## config.mk

```make
export PLATFORM = sky130hd
export DESIGN_NAME = wash_cycle_controller
export DESIGN_NICKNAME = d
export VERILOG_FILES = /design/src/hw/rtl/wcc_pkg.sv /design/src/hw/rtl/wash_cycle_controller.sv
export SDC_FILE = /design/constraint.sdc
export NUM_CORES = 1
export LEC_CHECK = 0
export ABC_AREA = 1
export BUFFER_PORTS_ARGS = -buffer_cell sky130_fd_sc_hd__buf_2
export CORE_MARGIN = 4
export CORE_UTILIZATION = 40
export CTS_CLUSTER_SIZE = 25
export DETAILED_ROUTE_END_ITERATION = 6
export HOLD_SLACK_MARGIN = 0.15
export MAX_ROUTING_LAYER = met4
export PLACE_DENSITY = 0.64
export SLEW_MARGIN = 20
export SYNTH_ARGS = -nofsm -noshare
export SYNTH_HDL_FRONTEND = slang
export SYNTH_SLANG_ARGS = --single-unit
```

## constraint.sdc

```tcl
create_clock -name clk -period 5.2 [get_ports clk]
set_input_delay 0.26 -clock clk [delete_from_list [all_inputs] [get_ports clk]]
set_output_delay 0.26 -clock clk [all_outputs]
set_load 0.1 [all_outputs]
```

## src/hw/rtl/wcc_pkg.sv

```systemverilog
// Shared constants, codes and program preset tables for the wash cycle controller.
package wcc_pkg;

    localparam int NUM_PROGRAMS = 7;
    localparam int NUM_EDITS    = 5;

    localparam int CFG_IDX_W  = 3;
    localparam int CFG_DATA_W = 7;
    localparam int OUT_W      = 43;
    localparam int OUT_BYTES_W = 48;

    localparam logic [2:0] CFG_REVERSAL_PERIOD = 3'd0;
    localparam logic [2:0] CFG_TIME_STEP       = 3'd1;
    localparam logic [2:0] CFG_SPEED_STEP      = 3'd2;
    localparam logic [2:0] CFG_TEMP_STEP       = 3'd3;
    localparam logic [2:0] CFG_MAX_TIME        = 3'd4;
    localparam logic [2:0] CFG_MAX_SPEED       = 3'd5;
    localparam logic [2:0] CFG_MAX_TEMP        = 3'd6;
    localparam logic [2:0] CFG_MAX_LEVEL       = 3'd7;

    localparam logic [2:0] EDIT_NONE  = 3'd0;
    localparam logic [2:0] EDIT_TIME  = 3'd1;
    localparam logic [2:0] EDIT_SPEED = 3'd2;
    localparam logic [2:0] EDIT_LEVEL = 3'd3;
    localparam logic [2:0] EDIT_TEMP  = 3'd4;

    localparam logic [1:0] DIR_CW  = 2'b01;
    localparam logic [1:0] DIR_CCW = 2'b11;

    localparam logic [5:0] RST_REVERSAL_PERIOD = 6'd5;
    localparam logic [6:0] RST_TIME_STEP       = 7'd5;
    localparam logic [6:0] RST_SPEED_STEP      = 7'd20;
    localparam logic [6:0] RST_TEMP_STEP       = 7'd5;
    localparam logic [6:0] RST_MAX_TIME        = 7'd99;
    localparam logic [6:0] RST_MAX_SPEED       = 7'd100;
    localparam logic [6:0] RST_MAX_TEMP        = 7'd80;
    localparam logic [3:0] RST_MAX_LEVEL       = 4'd5;

    typedef struct packed {
        logic [7:0] time_v;
        logic [7:0] speed_v;
        logic [3:0] level_v;
        logic [6:0] temp_v;
    } preset_t;

    function automatic preset_t program_preset(input logic [2:0] prog);
        preset_t p;
        case (prog)
            3'd1:    p = '{8'd20, 8'd80,  4'd2, 7'd25};
            3'd2:    p = '{8'd90, 8'd40,  4'd5, 7'd30};
            3'd3:    p = '{8'd80, 8'd100, 4'd4, 7'd30};
            3'd4:    p = '{8'd70, 8'd20,  4'd3, 7'd30};
            3'd5:    p = '{8'd50, 8'd60,  4'd4, 7'd45};
            3'd6:    p = '{8'd60, 8'd60,  4'd4, 7'd15};
            default: p = '{8'd60, 8'd60,  4'd3, 7'd25};
        endcase
        return p;
    endfunction

endpackage

```

## src/hw/rtl/wash_cycle_controller.sv

```systemverilog
// Wash cycle controller top level: key, encoder and tick handling with result register.
//
// Takes one transaction per clock while results are taken. Each accepted item is captured
// in an input register, the whole program/run/edit/clamp update (or the one-second tick
// update) is worked out in a single combinational pass against the state registers, and
// the result lands in the output register when that register is empty or being taken.
// The input register advances whenever the output register is empty or being taken, so
// throughput is one item per cycle; while a result waits the input side takes one more item
// into the input register and then stalls until the result is taken. Configuration registers
// are to be written through the cfg port only while no item is in flight; the block does not enforce it.
module wash_cycle_controller
    import wcc_pkg::*;
(
    input  logic                   clk,
    input  logic                   rst_n,
    input  logic                   s_axis_tvalid,
    output logic                   s_axis_tready,
    // [0] mode_key, [1] select_key, [3:2] direction, [7:4] zero
    input  logic [7:0]             s_axis_tdata,
    // [0] func
    input  logic                   s_axis_tuser,
    output logic                   m_axis_tvalid,
    input  logic                   m_axis_tready,
    // [0] running, [3:1] program_res, [6:4] edited_setting, [14:7] time_left,
    // [22:15] set_speed, [30:23] motor_drive, [34:31] water_level,
    // [41:35] temperature, [42] blink_hidden, [47:43] zero
    output logic [OUT_BYTES_W-1:0] m_axis_tdata,
    input  logic                   cfg_we,
    input  logic [CFG_IDX_W-1:0]   cfg_index,
    input  logic [CFG_DATA_W-1:0]  cfg_data
);

    logic [5:0] reversal_period_reg;
    logic [6:0] time_step_reg;
    logic [6:0] speed_step_reg;
    logic [6:0] temp_step_reg;
    logic [6:0] max_time_reg;
    logic [6:0] max_speed_reg;
    logic [6:0] max_temp_reg;
    logic [3:0] max_level_reg;

    logic       in_valid_reg;
    logic       func_reg;
    logic       mode_reg;
    logic       select_reg;
    logic [1:0] dir_reg;

    logic [2:0]        program_reg, program_next;
    logic              run_reg, run_next;
    logic [2:0]        edit_reg, edit_next;
    logic signed [7:0] time_reg, time_next;
    logic signed [7:0] speed_reg, speed_next;
    logic [3:0]        level_reg, level_next;
    logic [6:0]        temp_reg, temp_next;
    logic [5:0]        rev_reg, rev_next;
    logic              blink_reg, blink_next;

    logic              out_valid_reg;
    logic [OUT_W-1:0]  out_data_reg, out_data_next;

    logic process;

    assign process       = in_valid_reg && (!out_valid_reg || m_axis_tready);
    assign s_axis_tready = !in_valid_reg || process;
    assign m_axis_tvalid = out_valid_reg;
    assign m_axis_tdata  = {{(OUT_BYTES_W - OUT_W){1'b0}}, out_data_reg};

    always_ff @(posedge clk or negedge rst_n)
    begin
        if (!rst_n)
        begin
            reversal_period_reg <= RST_REVERSAL_PERIOD;
            time_step_reg       <= RST_TIME_STEP;
            speed_step_reg      <= RST_SPEED_STEP;
            temp_step_reg       <= RST_TEMP_STEP;
            max_time_reg        <= RST_MAX_TIME;
            max_speed_reg       <= RST_MAX_SPEED;
            max_temp_reg        <= RST_MAX_TEMP;
            max_level_reg       <= RST_MAX_LEVEL;
        end
        else if (cfg_we)
        begin
            case (cfg_index)
                CFG_REVERSAL_PERIOD: reversal_period_reg <= cfg_data[5:0];
                CFG_TIME_STEP:       time_step_reg       <= cfg_data;
                CFG_SPEED_STEP:      speed_step_reg      <= cfg_data;
                CFG_TEMP_STEP:       temp_step_reg       <= cfg_data;
                CFG_MAX_TIME:        max_time_reg        <= cfg_data;
                CFG_MAX_SPEED:       max_speed_reg       <= cfg_data;
                CFG_MAX_TEMP:        max_temp_reg        <= cfg_data;
                CFG_MAX_LEVEL:       max_level_reg       <= cfg_data[3:0];
                default:             ;
            endcase
        end
    end

    // input register
    always_ff @(posedge clk or negedge rst_n)
    begin
        if (!rst_n)
        begin
            in_valid_reg <= 1'b0;
        end
        else if (s_axis_tready)
        begin
            in_valid_reg <= s_axis_tvalid;
        end
    end

    always_ff @(posedge clk)
    begin
        if (s_axis_tvalid && s_axis_tready)
        begin
            func_reg   <= s_axis_tuser;
            mode_reg   <= s_axis_tdata[0];
            select_reg <= s_axis_tdata[1];
            dir_reg    <= s_axis_tdata[3:2];
        end
    end

    always_comb
    begin
        logic              dir_pos;
        logic              dir_neg;
        logic signed [9:0] time_w;
        logic signed [9:0] speed_w;
        logic signed [5:0] level_w;
        logic signed [8:0] temp_w;
        logic signed [9:0] tstep_w;
        logic signed [9:0] sstep_w;
        logic signed [8:0] pstep_w;
        logic signed [9:0] tmax_w;
        logic signed [9:0] smax_w;
        logic signed [8:0] pmax_w;
        logic signed [5:0] lmax_w;
        preset_t           pre;

        dir_pos = (dir_reg == DIR_CW);
        dir_neg = (dir_reg == DIR_CCW);
        tstep_w = $signed({3'b000, time_step_reg});
        sstep_w = $signed({3'b000, speed_step_reg});
        pstep_w = $signed({2'b00, temp_step_reg});
        tmax_w  = $signed({3'b000, max_time_reg});
        smax_w  = $signed({3'b000, max_speed_reg});
        pmax_w  = $signed({2'b00, max_temp_reg});
        lmax_w  = $signed({2'b00, max_level_reg});

        program_next = program_reg;
        run_next     = run_reg;
        edit_next    = edit_reg;
        rev_next     = rev_reg;
        blink_next   = blink_reg;
        time_w       = 10'(time_reg);
        speed_w      = 10'(speed_reg);
        level_w      = $signed({2'b00, level_reg});
        temp_w       = $signed({2'b00, temp_reg});
        pre          = program_preset(program_reg);

        if (func_reg)
        begin
            if (run_reg)
            begin
                if (time_w >= 0)
                begin
                    time_w = time_w - 10'sd1;
                end
                if (rev_reg <= 6'd1)
                begin
                    rev_next = reversal_period_reg;
                    speed_w  = -speed_w;
                end
                else
                begin
                    rev_next = rev_reg - 6'd1;
                end
            end
            blink_next = !blink_reg;
        end
        else
        begin
            if (mode_reg)
            begin
                program_next = (program_reg >= 3'(NUM_PROGRAMS - 1)) ? 3'd0
                                                                    : program_reg + 3'd1;
                pre     = program_preset(program_next);
                time_w  = $signed({2'b00, pre.time_v});
                speed_w = $signed({2'b00, pre.speed_v});
                level_w = $signed({2'b00, pre.level_v});
                temp_w  = $signed({2'b00, pre.temp_v});
            end

            if (select_reg)
            begin
                if (edit_reg == EDIT_NONE)
                begin
                    run_next = !run_reg;
                    if (!run_reg)
                    begin
                        rev_next = reversal_period_reg;
                    end
                end
                else
                begin
                    edit_next = (edit_reg >= 3'(NUM_EDITS - 1)) ? EDIT_NONE : edit_reg + 3'd1;
                end
            end
            if (edit_next == EDIT_NONE && dir_pos)
            begin
                edit_next = EDIT_TIME;
            end

            if (edit_next == EDIT_SPEED)
            begin
                if (dir_pos)
                begin
                    speed_w = (speed_w < 0) ? speed_w - sstep_w : speed_w + sstep_w;
                end
                else if (dir_neg)
                begin
                    if (speed_w < 0)
                    begin
                        speed_w = speed_w + sstep_w;
                    end
                    else if (speed_w > 0)
                    begin
                        speed_w = speed_w - sstep_w;
                    end
                end
            end
            if (speed_w > smax_w)
            begin
                speed_w = smax_w;
            end
            else if (speed_w < -smax_w)
            begin
                speed_w = -smax_w;
            end

            if (edit_next == EDIT_TIME)
            begin
                if (dir_pos)
                begin
                    time_w = time_w + tstep_w;
                end
                else if (dir_neg)
                begin
                    time_w = time_w - tstep_w;
                end
            end
            if (time_w < 0)
            begin
                time_w   = '0;
                run_next = 1'b0;
            end
            else if (time_w > tmax_w)
            begin
                time_w   = tmax_w;
                run_next = 1'b0;
            end

            if (edit_next == EDIT_TEMP)
            begin
                if (dir_pos)
                begin
                    temp_w = temp_w + pstep_w;
                end
                else if (dir_neg)
                begin
                    temp_w = temp_w - pstep_w;
                end
            end
            if (temp_w <= 0)
            begin
                temp_w = '0;
            end
            else if (temp_w > pmax_w)
            begin
                temp_w = pmax_w;
            end

            if (edit_next == EDIT_LEVEL)
            begin
                if (dir_pos)
                begin
                    level_w = level_w + 6'sd1;
                end
                else if (dir_neg)
                begin
                    level_w = level_w - 6'sd1;
                end
            end
            if (level_w <= 0)
            begin
                level_w = '0;
            end
            else if (level_w > lmax_w)
            begin
                level_w = lmax_w;
            end
        end

        time_next  = time_w[7:0];
        speed_next = speed_w[7:0];
        level_next = level_w[3:0];
        temp_next  = temp_w[6:0];

        out_data_next = {blink_next, temp_next, level_next,
                         (run_next ? speed_next : 8'sd0), speed_next, time_next,
                         edit_next, program_next, run_next};
    end

    always_ff @(posedge clk or negedge rst_n)
    begin
        if (!rst_n)
        begin
            program_reg <= 3'd0;
            run_reg     <= 1'b0;
            edit_reg    <= EDIT_NONE;
            time_reg    <= 8'sd60;
            speed_reg   <= 8'sd60;
            level_reg   <= 4'd3;
            temp_reg    <= 7'd25;
            rev_reg     <= 6'd5;
            blink_reg   <= 1'b0;
        end
        else if (process)
        begin
            program_reg <= program_next;
            run_reg     <= run_next;
            edit_reg    <= edit_next;
            time_reg    <= time_next;
            speed_reg   <= speed_next;
            level_reg   <= level_next;
            temp_reg    <= temp_next;
            rev_reg     <= rev_next;
            blink_reg   <= blink_next;
        end
    end

    // result register
    always_ff @(posedge clk or negedge rst_n)
    begin
        if (!rst_n)
        begin
            out_valid_reg <= 1'b0;
        end
        else if (process)
        begin
            out_valid_reg <= 1'b1;
        end
        else if (m_axis_tready)
        begin
            out_valid_reg <= 1'b0;
        end
    end

    always_ff @(posedge clk)
    begin
        if (process)
        begin
            out_data_reg <= out_data_next;
        end
    end

    a_drive_off_when_stopped: assert property (@(posedge clk) disable iff (!rst_n)
        out_valid_reg && !out_data_reg[0] |-> out_data_reg[30:23] == 8'd0)
        else $error("motor drive non-zero while stopped");

    a_time_clamped: assert property (@(posedge clk) disable iff (!rst_n)
        process && !func_reg |=> time_reg >= 0 && time_reg <= $signed({1'b0, max_time_reg}))
        else $error("time outside clamp after control pass");

    a_speed_clamped: assert property (@(posedge clk) disable iff (!rst_n)
        process && !func_reg |=> 9'(speed_reg) <= $signed({2'b00, max_speed_reg})
                              && 9'(speed_reg) >= -$signed({2'b00, max_speed_reg}))
        else $error("speed outside clamp after control pass");

    a_edit_code: assert property (@(posedge clk) disable iff (!rst_n)
        process |=> edit_reg <= EDIT_TEMP && program_reg <= 3'(NUM_PROGRAMS - 1))
        else $error("edit or program code out of range");

endmodule

```

==> reports/qor.txt, run 1 <==
================================================================================
Half-perimeter wire length of the detailed placement result              23.2 mm
Cell repeated most along the worst path                             sky130_fd_sc_hd__nand2_1
Initial antenna violation count                                                0
Clock root cell                                                     sky130_fd_sc_hd__clkbuf_16
Overall die area                                                      0.0303 mm²
Top cell type's share of synthesized area                                  16.1%
Detailed-router iteration count before antenna repair                          5
Largest net degree at the start of global routing                             88
Cell Area, Synth                                                      0.0110 mm²
Antenna diode instance count                                                   0
First DRT Iteration DRCs                                                     758
Maximum vdd ir drop                                                   0.000262 V
Number of enable-type register cells in the synthesized netlist               48
Worst slew margin relative to its limit                                    36.3%
Status                                                              complete, no violations
Post-synthesis sequential area ratio                                       35.1%
Standard cell core area                                               0.0270 mm²
Synth Instances                                                            1,533
Fraction of registers with async set/reset                                 66.4%
Commonest cells after routing, fill and taps aside                  sky130_fd_sc_hd__nand2_1, sky130_fd_sc_hd__inv_1, sky130_fd_sc_hd__o21ai_0, sky130_fd_sc_hd__nor2_1, sky130_fd_sc_hd__ha_1
Register bit total from synthesis                                            143
Overall power after layout                                               9.47 mW
Most common cell after layout, fill and taps aside                  sky130_fd_sc_hd__nand2_1
Global routing met2 resource utilization                                   33.1%
Clock slew at reported path FFs                                            60 ps
Antenna viol nets, final                                                       0
Number of I/O pins                                                            74
Warnings, synthesis                                                            0
Critical Path Max Stage Delay                                             420 ps
Top cells by area in the synthesized netlist                        sky130_fd_sc_hd__nand2_1, sky130_fd_sc_hd__dfrtp_1, sky130_fd_sc_hd__edfxtp_1
Global-route wire length before repair                                   49.7 mm
Worst-path cell with the longest stage delay                        sky130_fd_sc_hd__dfrtp_1
Critical path launch point type                                             flop
CTS max path bufs                                                              2
Clock sink count                                                             143
Unrepaired setup endpoints after global routing                             true
Number of global-route vias before repair                                  9,681
Synth cell types                                                              56
Number of endpoints with negative hold slack in the final report               0
Power density relative to cell area                                   733 mW/mm²
Total of fill cells in the finished design                                 2,708
Max FO, Critical Path                                                          7
Number of vias after detailed routing                                     10,197
Area of combinational cells with multiple inputs                     0.00642 mm²
Cell type with the highest aggregate area in the netlist            sky130_fd_sc_hd__nand2_1
Number of rows created at floorplan                                           60
Largest register FFs                                                          43
Classification of the worst setup path                              flop to flop
Fmax achieved                                                            203 MHz
Final Net Count                                                            1,765
Number of H-tree levels                                                        4
Worst-case clock skew                                                    13.2 ps
Min Tclk post-route                                                      4930 ps
Final-report max-slew violation count                                          0
Average instance area after synthesis                                   7.18 µm²
Leakage component of the power                                           6.49 nW
Via-per-instance ratio                                                      5.10
Max Cap Violations                                                             0
Die height                                                                174 µm
Arrival time at the worst endpoint                                       5100 ps
Met3 usage                                                                 2.61%
Clock tree from TritonCTS                                                   done
Critical Path RT                                                         5370 ps
Synthesis-to-finish area growth                                            17.4%
Total wirelength of the detailed-routed design                           31.1 mm
Total track usage                                                          20.7%
Average wire per standard cell                                           15.6 µm
Worst setup EP type                                                         flop
Met1 Use GR                                                                28.4%
Fraction of final layout cells with drive strength greater than 1          17.9%
Most instantiated flip-flop cell in the synthesis netlist           sky130_fd_sc_hd__dfrtp_1
Die width                                                                 174 µm
Global-route congestion overflow total                                         0
Final setup violation count                                                    0
Clock latency on the worst-skew pair                                      430 ps
Quantity of I/O buffers inserted on ports                                     64
Drt drc                                                                        0
Path category of the worst min-delay check                          primary input to flop
Worst-Margin Slew                                                         955 ps
TritonCTS buffer count                                                        17
Routability Congestion                                                     0.968
Ratio of final minimum period to clock period                              94.8%
Setup TNS                                                                   0 ps
Storage element area                                                 0.00386 mm²
Layer carrying the most global-route usage                                  met2
Starting utilization of the core area                                      40.7%
================================================================================
## repair_timing
action / in CTS / in global routing
hold endpoints to repair: 36 / 0
hold buffers: 11 / 0
endpoints found under the setup margin: 0 / 54
gates resized for setup: 0 / 77
buffers inserted: 0 / 2
## logic make-up after synthesis
kind of cell	Yosys count	synth area share [%]
XOR/XNOR	27	2.15
AND/OR/NAND/NOR	741	28.6
flip-flops	143	35.1
adder cells (fa/ha/maj)	95	11.2
buffers and inverters	255	8.99
AO/OA/AOI/OAI	271	14.0
other	1	0.0341
## per-layer routing
| layer | wire [µm] | part of all wire [%] |
|---|---|---|
| met1 | 15100 | 48 |
| met2 | 14400 | 46 |
| met3 | 1250 | 4.0 |
| met4 | 388 | 1.2 |
| met5 | 0 | 0 |
## final cells by class
cell class | count | share of cell area, %
clock inverters | 15 | 1.03
well taps | 341 | 3.30
inverters | 213 | 6.20
flip-flops and latches | 143 | 29.9
repair buffers | 132 | 6.66
clock buffers | 17 | 3.29
multi-input cells | 1139 | 49.6
## worst max-delay path, delay by kind of cell (launching register included)
family,cells,cell delay [ps]
xor+xnor,1,190
flops,1,420
fa+ha+maj,3,820
buf+inv,3,400
compound gates,7,1010
simple gates,17,1800
## power by group
| group | internal, mW | switching, mW | total [mW] |
|---|---|---|---|
| clock network | 0.663 | 0.530 | 1.19 |
| logic | 2.08 | 4.29 | 6.37 |
| registers | 1.66 | 0.253 | 1.91 |
| total | 4.40 | 5.07 | 9.47 |
## cells in the mapped netlist (all sizes together) (7+ instances only)
| master | number |
|---|---|
| o211ai | 10 |
| dfstp | 34 |
| nand4 | 22 |
| dfrtp | 61 |
| nor2 | 116 |
| o22ai | 9 |
| buf | 19 |
| ha | 89 |
| edfxtp | 48 |
| nand2 | 487 |
| clkbuf | 23 |
| inv | 210 |
| o21ai | 147 |
| nand3 | 87 |
| a21oi | 63 |
| or2 | 7 |
| nor3 | 17 |
| xor2 | 25 |
## path summary, 6_finish.rpt
kind                                                 start                      endpoint  slack [ps]  cells past startpoint
worst max-delay path            program_reg[0]$_DFFE_PN0P_    out_data_reg[19]$_DFFE_PP_         270                     31
worst min-delay path                           cfg_data[6]  time_step_reg[6]$_DFFE_PN0P_         260                      3
worst max register to register  program_reg[0]$_DFFE_PN0P_    out_data_reg[19]$_DFFE_PP_         270                     31
worst min register to register     temp_reg[4]$_DFFE_PN1P_       temp_reg[4]$_DFFE_PN1P_         480                      2
max in group asynchronous                            rst_n  time_step_reg[3]$_DFFE_PN0P_        3670                      3
min in group asynchronous                            rst_n   max_temp_reg[2]$_DFFE_PN0P_         370                      2
## through the flow
step	instances	util [%]	hold slack, ps	setup WS, ps	instance area [µm²]
2_1_floorplan	1537	-	-35.6	344	11000
3_3_place_gp	1955	44.4	296	245	12000
3_5_place_dp	1955	44.4	300	147	12000
4_1_cts	1998	46.9	254	117	12700
5_1_grt	2000	47.8	271	-68.2	12900
6_report	2000	47.8	264	271	12900
Power figures use the tool's default switching activity.
==> inputs of run 2 (changes only) <==
ABC_AREA = default   (was 1)
==> run 2 against run 1 <==
Clock skew is 1.1 ps higher. Total power is 1.4% higher. Fmax is 1.8% lower. Routed wire length is 0.14% lower. Synthesized cell count is 22% lower. Highest routed layer unchanged. Critical path type unchanged. Critical endpoint is now out_data_reg[41]$_DFFE_PP_. Non-clock buffer count is 18 higher. Sequential share of layout area is 0.24 points lower. Via count is 7.3% lower. Sequential power is 6% higher.
==> reports/qor.txt, run 2 <==
================================================================================
Max FO, Critical Path                                                          7   unchanged
Most instantiated flip-flop cell in the synthesis netlist           sky130_fd_sc_hd__dfrtp_1
Classification of the worst setup path                              flop to flop
Largest register FFs                                                          43   unchanged
Number of vias after detailed routing                                      9,448   -7.3%
Clock root cell                                                     sky130_fd_sc_hd__clkbuf_16
Final setup violation count                                                    0   unchanged
CTS max path bufs                                                              2   unchanged
Overall die area                                                      0.0301 mm²   -0.53%
Clock sink count                                                             143   unchanged
Top cell type's share of synthesized area                                  13.9%   -2.1 points
Critical path launch point type                                             flop
Clock latency on the worst-skew pair                                      440 ps   about the same
Starting utilization of the core area                                      40.6%   -0.11 points
Cell type with the highest aggregate area in the netlist            sky130_fd_sc_hd__dfrtp_1
Number of H-tree levels                                                        4   unchanged
Worst-case clock skew                                                    14.3 ps   +1.07 ps
Detailed-router iteration count before antenna repair                          5   unchanged
Antenna viol nets, final                                                       0   unchanged
Quantity of I/O buffers inserted on ports                                     64   unchanged
PnR worst setup slack                                                     178 ps   -92.5 ps
Fraction of registers with async set/reset                                 66.4%   unchanged
Top cells by count, synth                                           sky130_fd_sc_hd__nand2_1, sky130_fd_sc_hd__inv_1, sky130_fd_sc_hd__nor2_1
Final Net Count                                                            1,430   -19%
Power density relative to cell area                                   737 mW/mm²   +0.60%
TritonCTS buffer count                                                        17   unchanged
Path category of the worst min-delay check                          primary input to flop
Worst slew margin relative to its limit                                    32.1%   -4.3 points
Post-synthesis sequential area ratio                                       35.3%   +0.20 points
Clock slew at reported path FFs                                            70 ps   about the same
Most common cell after layout, fill and taps aside                  sky130_fd_sc_hd__nand2_1
Clock tree from TritonCTS                                                   done
Via-per-instance ratio                                                      5.67   +11%
Global-route congestion overflow total                                         0   unchanged
Ratio of final minimum period to clock period                              96.6%   +1.8 points
Number of endpoints with negative hold slack in the final report               0   unchanged
Most frequent cell after synthesis                                  sky130_fd_sc_hd__nand2_1
Global-route wire length before repair                                   48.4 mm   -2.7%
Critical Path RT                                                         5390 ps   +20 ps
Overall power after layout                                               9.61 mW   +1.4%
Warnings, synthesis                                                            0   unchanged
Fraction of the core area covered by cells at the end of the flow          48.4%   +0.53 points
Average instance area after synthesis                                   9.12 µm²   +27%
Total track usage                                                          20.6%   -0.13 points
Fmax achieved                                                            199 MHz   -1.8%
Drt drc                                                                        0   unchanged
Number of global-route vias before repair                                  8,807   -9.0%
Worst setup EP type                                                         flop
Min Tclk post-route                                                      5020 ps   +92.5 ps
First DRT Iteration DRCs                                                     724   -4.5%
Cell Area, Synth                                                      0.0110 mm²   -0.56%
Final-report max-slew violation count                                          0   unchanged
Initial antenna violation count                                                1   +1
Synth cell types                                                              93   +66%
Die width                                                                 173 µm   -0.27%
Die height                                                                173 µm   -0.27%
Routability Congestion                                                     0.935   -3.4%
Top cells by area in the synthesized netlist                        sky130_fd_sc_hd__dfrtp_1, sky130_fd_sc_hd__edfxtp_1, sky130_fd_sc_hd__ha_1
Number of I/O pins                                                            74   unchanged
Leakage component of the power                                           5.59 nW   -14%
Worst-Margin Slew                                                        1020 ps   +62.9 ps
Largest net degree at the start of global routing                             55   -38%
Register bit total from synthesis                                            143   unchanged
Max Cap Violations                                                             0   unchanged
Fraction of final layout cells with drive strength greater than 1          25.6%   +7.7 points
Number of rows created at floorplan                                           60   unchanged
Standard cell core area                                               0.0270 mm²   -0.28%
Half-perimeter wire length of the detailed placement result              22.5 mm   -3.1%
Number of enable-type register cells in the synthesized netlist               48   unchanged
Status                                                              complete, no violations
Setup slack at placement                                                -48.0 ps   -195 ps
Average wire per standard cell                                           18.7 µm   +20%
Arrival time at the worst endpoint                                       5210 ps   +110 ps
Worst hold margin                                                         178 ps   -85.4 ps
Maximum vdd ir drop                                                   0.000306 V   +17%
Synth Instances                                                            1,201   -22%
Total wirelength of the detailed-routed design                           31.1 mm   -0.14%
Commonest cells after routing, fill and taps aside                  sky130_fd_sc_hd__nand2_1, sky130_fd_sc_hd__nor2_1, sky130_fd_sc_hd__inv_1, sky130_fd_sc_hd__ha_1, sky130_fd_sc_hd__o21ai_0
Synthesis-to-finish area growth                                            19.0%
================================================================================
-- run 2: path summary, 6_finish.rpt --
path	start	end	slack (ps)	cells past startpoint
setup / recovery	program_reg[1]$_DFFE_PN0P_	out_data_reg[41]$_DFFE_PP_	180	22
hold / removal	cfg_data[1]	max_time_reg[1]$_DFFE_PN1P_	180	3
setup reg to reg	program_reg[1]$_DFFE_PN0P_	out_data_reg[41]$_DFFE_PP_	180	22
hold reg to reg	reversal_period_reg[0]$_DFFE_PN1P_	rev_reg[0]$_DFFE_PN1P_	490	2
max in group asynchronous	rst_n	program_reg[0]$_DFFE_PN0P_	3620	3
min in group asynchronous	rst_n	rev_reg[5]$_DFFE_PN0P_	360	2
-- run 2: cell families (layout without fill, tap and decap cells) --
| group | after synthesis | count (layout) | share of synthesized area [%] |
|---|---|---|---|
| xor+xnor | 44 | 44 | 3.52 |
| mux | 86 | 86 | 8.59 |
| flops | 143 | 143 | 35.3 |
| other cells | 1 | 6 | 0.0342 |
| fa+ha+maj | 95 | 95 | 11.3 |
| simple gates | 365 | 365 | 16.4 |
| compound gates | 307 | 307 | 19.1 |
| buf+inv | 160 | 279 | 5.86 |
-- run 2: final cells by class --
type                            count  area, µm²
Multi-Input combinational cell    902       6790
Antenna cell                        1       2.50
Sequential cell                   143       3860
Timing Repair Buffer              150       1010
Clock buffer                       18        429
Fill cell                        2470      13900
Inverter                           97        364
Tap cell                          341        427
Clock inverter                     14        144
-- run 2: report_power, final --
part / leakage [nW] / total (mW) / internal (mW) / switching [mW]
Combinational: 3.75 / 6.37 / 2.57 / 3.80
Sequential: 1.57 / 2.02 / 1.67 / 0.346
Clock: 0.269 / 1.22 / 0.674 / 0.545
Total: 5.59 / 9.61 / 4.91 / 4.69
-- run 2: metrics by stage --
step | TNS [ps] | instances | area [µm²]
global placement | 0 | 1613 | 12000
finish | 0 | 1666 | 13000
global route | -317 | 1665 | 13000
floorplan | 0 | 1205 | 11000
detailed placement | -155 | 1613 | 12000
CTS | 0 | 1654 | 12600
-- run 2: layer usage --
layer | routed length (µm) | up-vias | track usage, %
met5 | 0 | - | -
met4 | 656 | 0 | 5.65
met3 | 1460 | 52 | 2.90
met2 | 14800 | 254 | 33.0
met1 | 14200 | 4602 | 27.5
li1 | - | 4540 | -
-- run 2: timing repair --
action,CTS,global route
cloned,0,1
setup buffers,0,11
endpoints found under the setup margin,10,52
hold endpoints to repair,32,0
hold buffers,9,0
pin swaps,0,32
gates resized for setup,5,71
-- run 2: worst max-delay path, stage by stage, from the launching register on --
cell and delay (ps):
sky130_fd_sc_hd__dfrtp_2 470, sky130_fd_sc_hd__ha_4 180, sky130_fd_sc_hd__or3b_4 400, sky130_fd_sc_hd__o21a_1 230
sky130_fd_sc_hd__o21ai_2 120, sky130_fd_sc_hd__or2_1 170, sky130_fd_sc_hd__a21boi_4 210, sky130_fd_sc_hd__inv_1 60
sky130_fd_sc_hd__ha_1 180, sky130_fd_sc_hd__nor2b_1 130, sky130_fd_sc_hd__o21ai_1 220, sky130_fd_sc_hd__nand2_1 120
sky130_fd_sc_hd__a31oi_2 230, sky130_fd_sc_hd__a21oi_1 110, sky130_fd_sc_hd__xnor2_1 130, sky130_fd_sc_hd__mux2_2 300
sky130_fd_sc_hd__ha_1 290, sky130_fd_sc_hd__nand4_1 90, sky130_fd_sc_hd__nor2_1 50, sky130_fd_sc_hd__a21o_1 180
sky130_fd_sc_hd__a21oi_4 270, sky130_fd_sc_hd__mux2_2 390, sky130_fd_sc_hd__a32o_1 260
==> inputs of run 3 (changes only) <==
--- a/config.mk
+++ b/config.mk
@@ -8,2 +8,3 @@
 export BUFFER_PORTS_ARGS = -buffer_cell sky130_fd_sc_hd__buf_2
+export CORE_ASPECT_RATIO = 0.6
 export CORE_MARGIN = 4
--- a/constraint.sdc
+++ b/constraint.sdc
@@ -3,2 +3,2 @@
 set_output_delay 0.26 -clock clk [all_outputs]
-set_load 0.1 [all_outputs]
+set_load 0.005 [all_outputs]
==> run 3 against run 2 <==
Total power decreased by 3.8%. Cell area increased by 3.7%. Fmax decreased by 2.7%. First-iteration DRC count increased by 13%. Combinational power decreased by 5.3%. Critical path depth decreased by 2. Flip-flop and latch count unchanged. Critical endpoint is now out_data_reg[27]$_SDFFCE_PN0P_.
==> reports/qor.txt, run 3 (synthesis gave the netlist of run 2 again) <==
================================================================================
Final Net Count                                                            1,464   +2.4%
Routability Congestion                                                     0.942   +0.74%
Final-report max-slew violation count                                          0   unchanged
Die width                                                                 222 µm   +28%
Total of fill cells in the finished design                                 2,493   +0.93%
Power density relative to cell area                                   684 mW/mm²   -7.2%
Clock latency on the worst-skew pair                                      450 ps   about the same
CTS max path bufs                                                              2   unchanged
Critical register-to-register path startpoint                       program_reg[0]$_DFFE_PN0P_
Setup slack at placement                                                 -149 ps   -101 ps
Number of vias after detailed routing                                      9,635   +2.0%
Worst-path cell with the longest stage delay                        sky130_fd_sc_hd__dfrtp_1
Internal power consumption                                               5.21 mW   +6.0%
Net Sw Frac                                                                43.7%   -5.2 points
Clock group share of total power                                           13.0%   +0.3 points
Largest net degree at the start of global routing                             63   +15%
Number of endpoints with negative hold slack in the final report               0   unchanged
Clock sink count                                                             143   unchanged
Classification of the worst setup path                              flop to flop
Global-route congestion overflow total                                         0   unchanged
Drt drc                                                                        0   unchanged
Min Tclk post-route                                                      5160 ps   +138 ps
Initial antenna violation count                                                0   -1
CP bufs+invs                                                                   2   +1
Worst slew margin relative to its limit                                    32.2%   +0.18 points
Half-perimeter wire length of the detailed placement result              24.1 mm   +7.1%
Max FO, Critical Path                                                          8   +1
Detailed-router iteration count before antenna repair                          5   unchanged
Register-to-register path setup slack                                      40 ps   -140 ps
Via-per-instance ratio                                                      5.61   -1.1%
Cells after DPL                                                            1,666   +3.3%
Maximum vdd ir drop                                                   0.000325 V   +6.2%
Cell family contributing the most delay on the critical path        compound AO/OA/AOI/OAI gates
Critical Path RT                                                         5400 ps   about the same
Antenna diode instance count                                                   0   -1
Number of I/O pins                                                            74   unchanged
Synthesis-to-finish area growth                                            23.4%
Switching component of the power                                         4.04 mW   -14%
Fraction of final layout cells with drive strength greater than 1          30.1%   +4.5 points
Worst hold start                                                     cfg_data[4]
Crit path depth                                                               20   -9.1%
R2r endpoint                                                        out_data_reg[27]$_SDFFCE_PN0P_
Quantity of I/O buffers inserted on ports                                     64   unchanged
Leakage component of the power                                           5.80 nW   +3.7%
Depth of the most critical reg-to-reg path                                    20   -9.1%
Fmax achieved                                                            194 MHz   -2.7%
Path category of the worst min-delay check                          primary input to flop
Part of the power in registers                                             21.8%   +0.8 points
Total wirelength of the detailed-routed design                           33.1 mm   +6.5%
Standard cell core area                                               0.0267 mm²   -0.91%
Clock slew at reported path FFs                                            60 ps   about the same
Final setup violation count                                                    0   unchanged
Average wire per standard cell                                           19.3 µm   +3.3%
Most common cell after layout, fill and taps aside                  sky130_fd_sc_hd__buf_4
Worst-Margin Slew                                                        1010 ps   -9.31 ps
PnR worst setup slack                                                    40.2 ps   -138 ps
Arrival time at the worst endpoint                                       5360 ps   +150 ps
Largest register FFs                                                          43   unchanged
Ratio of final minimum period to clock period                              99.2%   +2.7 points
Clock root cell                                                     sky130_fd_sc_hd__clkbuf_16
Number of rows created at floorplan                                           46   -23%
Max Cap Violations                                                             0   unchanged
Die height                                                                136 µm   -22%
Status                                                              complete, no violations
Number of H-tree levels                                                        4   unchanged
Commonest cells after routing, fill and taps aside                  sky130_fd_sc_hd__buf_4, sky130_fd_sc_hd__nand2_1, sky130_fd_sc_hd__nor2_1, sky130_fd_sc_hd__inv_1
Antenna viol nets, final                                                       0   unchanged
TritonCTS buffer count                                                        17   unchanged
Worst-case clock skew                                                    11.5 ps   -2.72 ps
Worst Hold End                                                      speed_step_reg[4]$_DFFE_PN1P_
Final instance count without filler cells                                  1,718   +3.1%
List of cells traversed by the critical path                        inv_2 -> ha_4 -> or3b_4 -> buf_4 -> mux2_2 -> o22a_4 -> ha_4 -> nor2_1 -> a2111oi_2 -> a21bo_2 -> o2111a_1 -> nor2_1 -> ha_1 -> o31ai_2 -> a21o_1 -> mux2i_1 -> o31ai_2 -> mux2_4 -> o31a_1 -> nor2b_1
Total track usage                                                          22.1%   +1.5 points
Critical Path Max Stage Delay                                             420 ps   -50 ps
Critical path launch point type                                             flop
Starting utilization of the core area                                      41.0%   +0.37 points
Overall die area                                                      0.0302 mm²   +0.29%
Unrepaired setup endpoints after global routing                             true
Number of global-route vias before repair                                  9,006   +2.3%
Clock tree from TritonCTS                                                   done
First DRT Iteration DRCs                                                     815   +13%
Worst setup EP type                                                         flop
Hold path depth                                                                3   unchanged
Combinational fraction of design power                                     65.3%   -1.0 points
Global-route wire length before repair                                   50.8 mm   +4.9%
================================================================================
-- run 3: changes by cell type in the layout (fill, tap and decap cells not counted), moves of 4 or more --
cell | previous run | this run
sky130_fd_sc_hd__buf_4 | 74 | 102
sky130_fd_sc_hd__a21oi_2 | 4 | 20
sky130_fd_sc_hd__a21oi_1 | 56 | 42
sky130_fd_sc_hd__ha_1 | 82 | 76
sky130_fd_sc_hd__mux2_2 | 55 | 50
sky130_fd_sc_hd__mux2_4 | 3 | 8
sky130_fd_sc_hd__buf_6 | 3 | 7
sky130_fd_sc_hd__clkinv_4 | 1 | 5
sky130_fd_sc_hd__ha_4 | 6 | 10
sky130_fd_sc_hd__o21ai_0 | 80 | 76
-- run 3: worst max-delay path by stage --
stage                                     startpoint                             end  slack (ps)
after floorplan           program_reg[0]$_DFFE_PN0P_  out_data_reg[27]$_SDFFCE_PN0P_           8
after global placement    program_reg[0]$_DFFE_PN0P_      out_data_reg[37]$_DFFE_PP_         -60
after detailed placement  program_reg[0]$_DFFE_PN0P_      out_data_reg[37]$_DFFE_PP_        -150
after CTS                 program_reg[0]$_DFFE_PN0P_  out_data_reg[27]$_SDFFCE_PN0P_           3
after global routing      program_reg[0]$_DFFE_PN0P_  out_data_reg[27]$_SDFFCE_PN0P_        -140
final                     program_reg[0]$_DFFE_PN0P_  out_data_reg[27]$_SDFFCE_PN0P_          40
-- run 3: power by group through the flow --
stage | registers (mW) | logic [mW] | clock network [mW]
6_report | 2.01 | 6.03 | 1.20
5_1_grt | 2.06 | 6.62 | 1.27
4_1_cts | 1.99 | 5.30 | 1.22
3_5_place_dp | 2.01 | 5.18 | 0
3_3_place_gp | 1.99 | 5.09 | 0
2_1_floorplan | 1.90 | 3.48 | 0
-- run 3: final cells by class --
| class | count | area, µm² | share of cell area [%] |
|---|---|---|---|
| Inverter | 97 | 364 | 2.69 |
| Timing Repair Buffer | 184 | 1290 | 9.58 |
| Clock inverter | 14 | 136 | 1.01 |
| Clock buffer | 18 | 429 | 3.18 |
| Tap cell | 360 | 450 | 3.33 |
| Sequential cell | 143 | 3860 | 28.6 |
| Multi-Input combinational cell | 902 | 6970 | 51.6 |
-- run 3: what timing repair did --
item                       CTS  global route
hold buffers                 9             0
buffers inserted             0            10
resized for setup           12           118
setup endpoints to repair   21            57
cloned                       0             1
hold endpoints to repair    45             0
pin swaps                    0            54
-- run 3: routing by layer --
| metal | up-vias | GRT usage (%) | share of wire [%] |
|---|---|---|---|
| met5 | - | - | 0 |
| met4 | 0 | 4.75 | 1.4 |
| met1 | 4690 | 32.9 | 50 |
| met3 | 42 | 5.46 | 6.8 |
| met2 | 281 | 30.3 | 41 |
| li1 | 4622 | - | - |
-- run 3: tightest hold or removal path: stages --
cell,delay (ps)
sky130_fd_sc_hd__buf_2,190
sky130_fd_sc_hd__nand2_1,80
sky130_fd_sc_hd__o21ai_0,70
-- run 3: through the flow --
| step | util (%) | hold WS, ps | instance area (µm²) | total power, mW | setup TNS, ps |
|---|---|---|---|---|---|
| floorplan | - | -35.6 | 11000 | 5.38 | 0 |
| global route | 50.6 | 192 | 13500 | 9.95 | -551 |
| global placement | 45.8 | 428 | 12200 | 7.08 | -271 |
| detailed placement | 45.8 | 438 | 12200 | 7.19 | -1190 |
| finish | 50.6 | 174 | 13500 | 9.24 | 0 |
| CTS | 48.5 | 161 | 12900 | 8.52 | 0 |
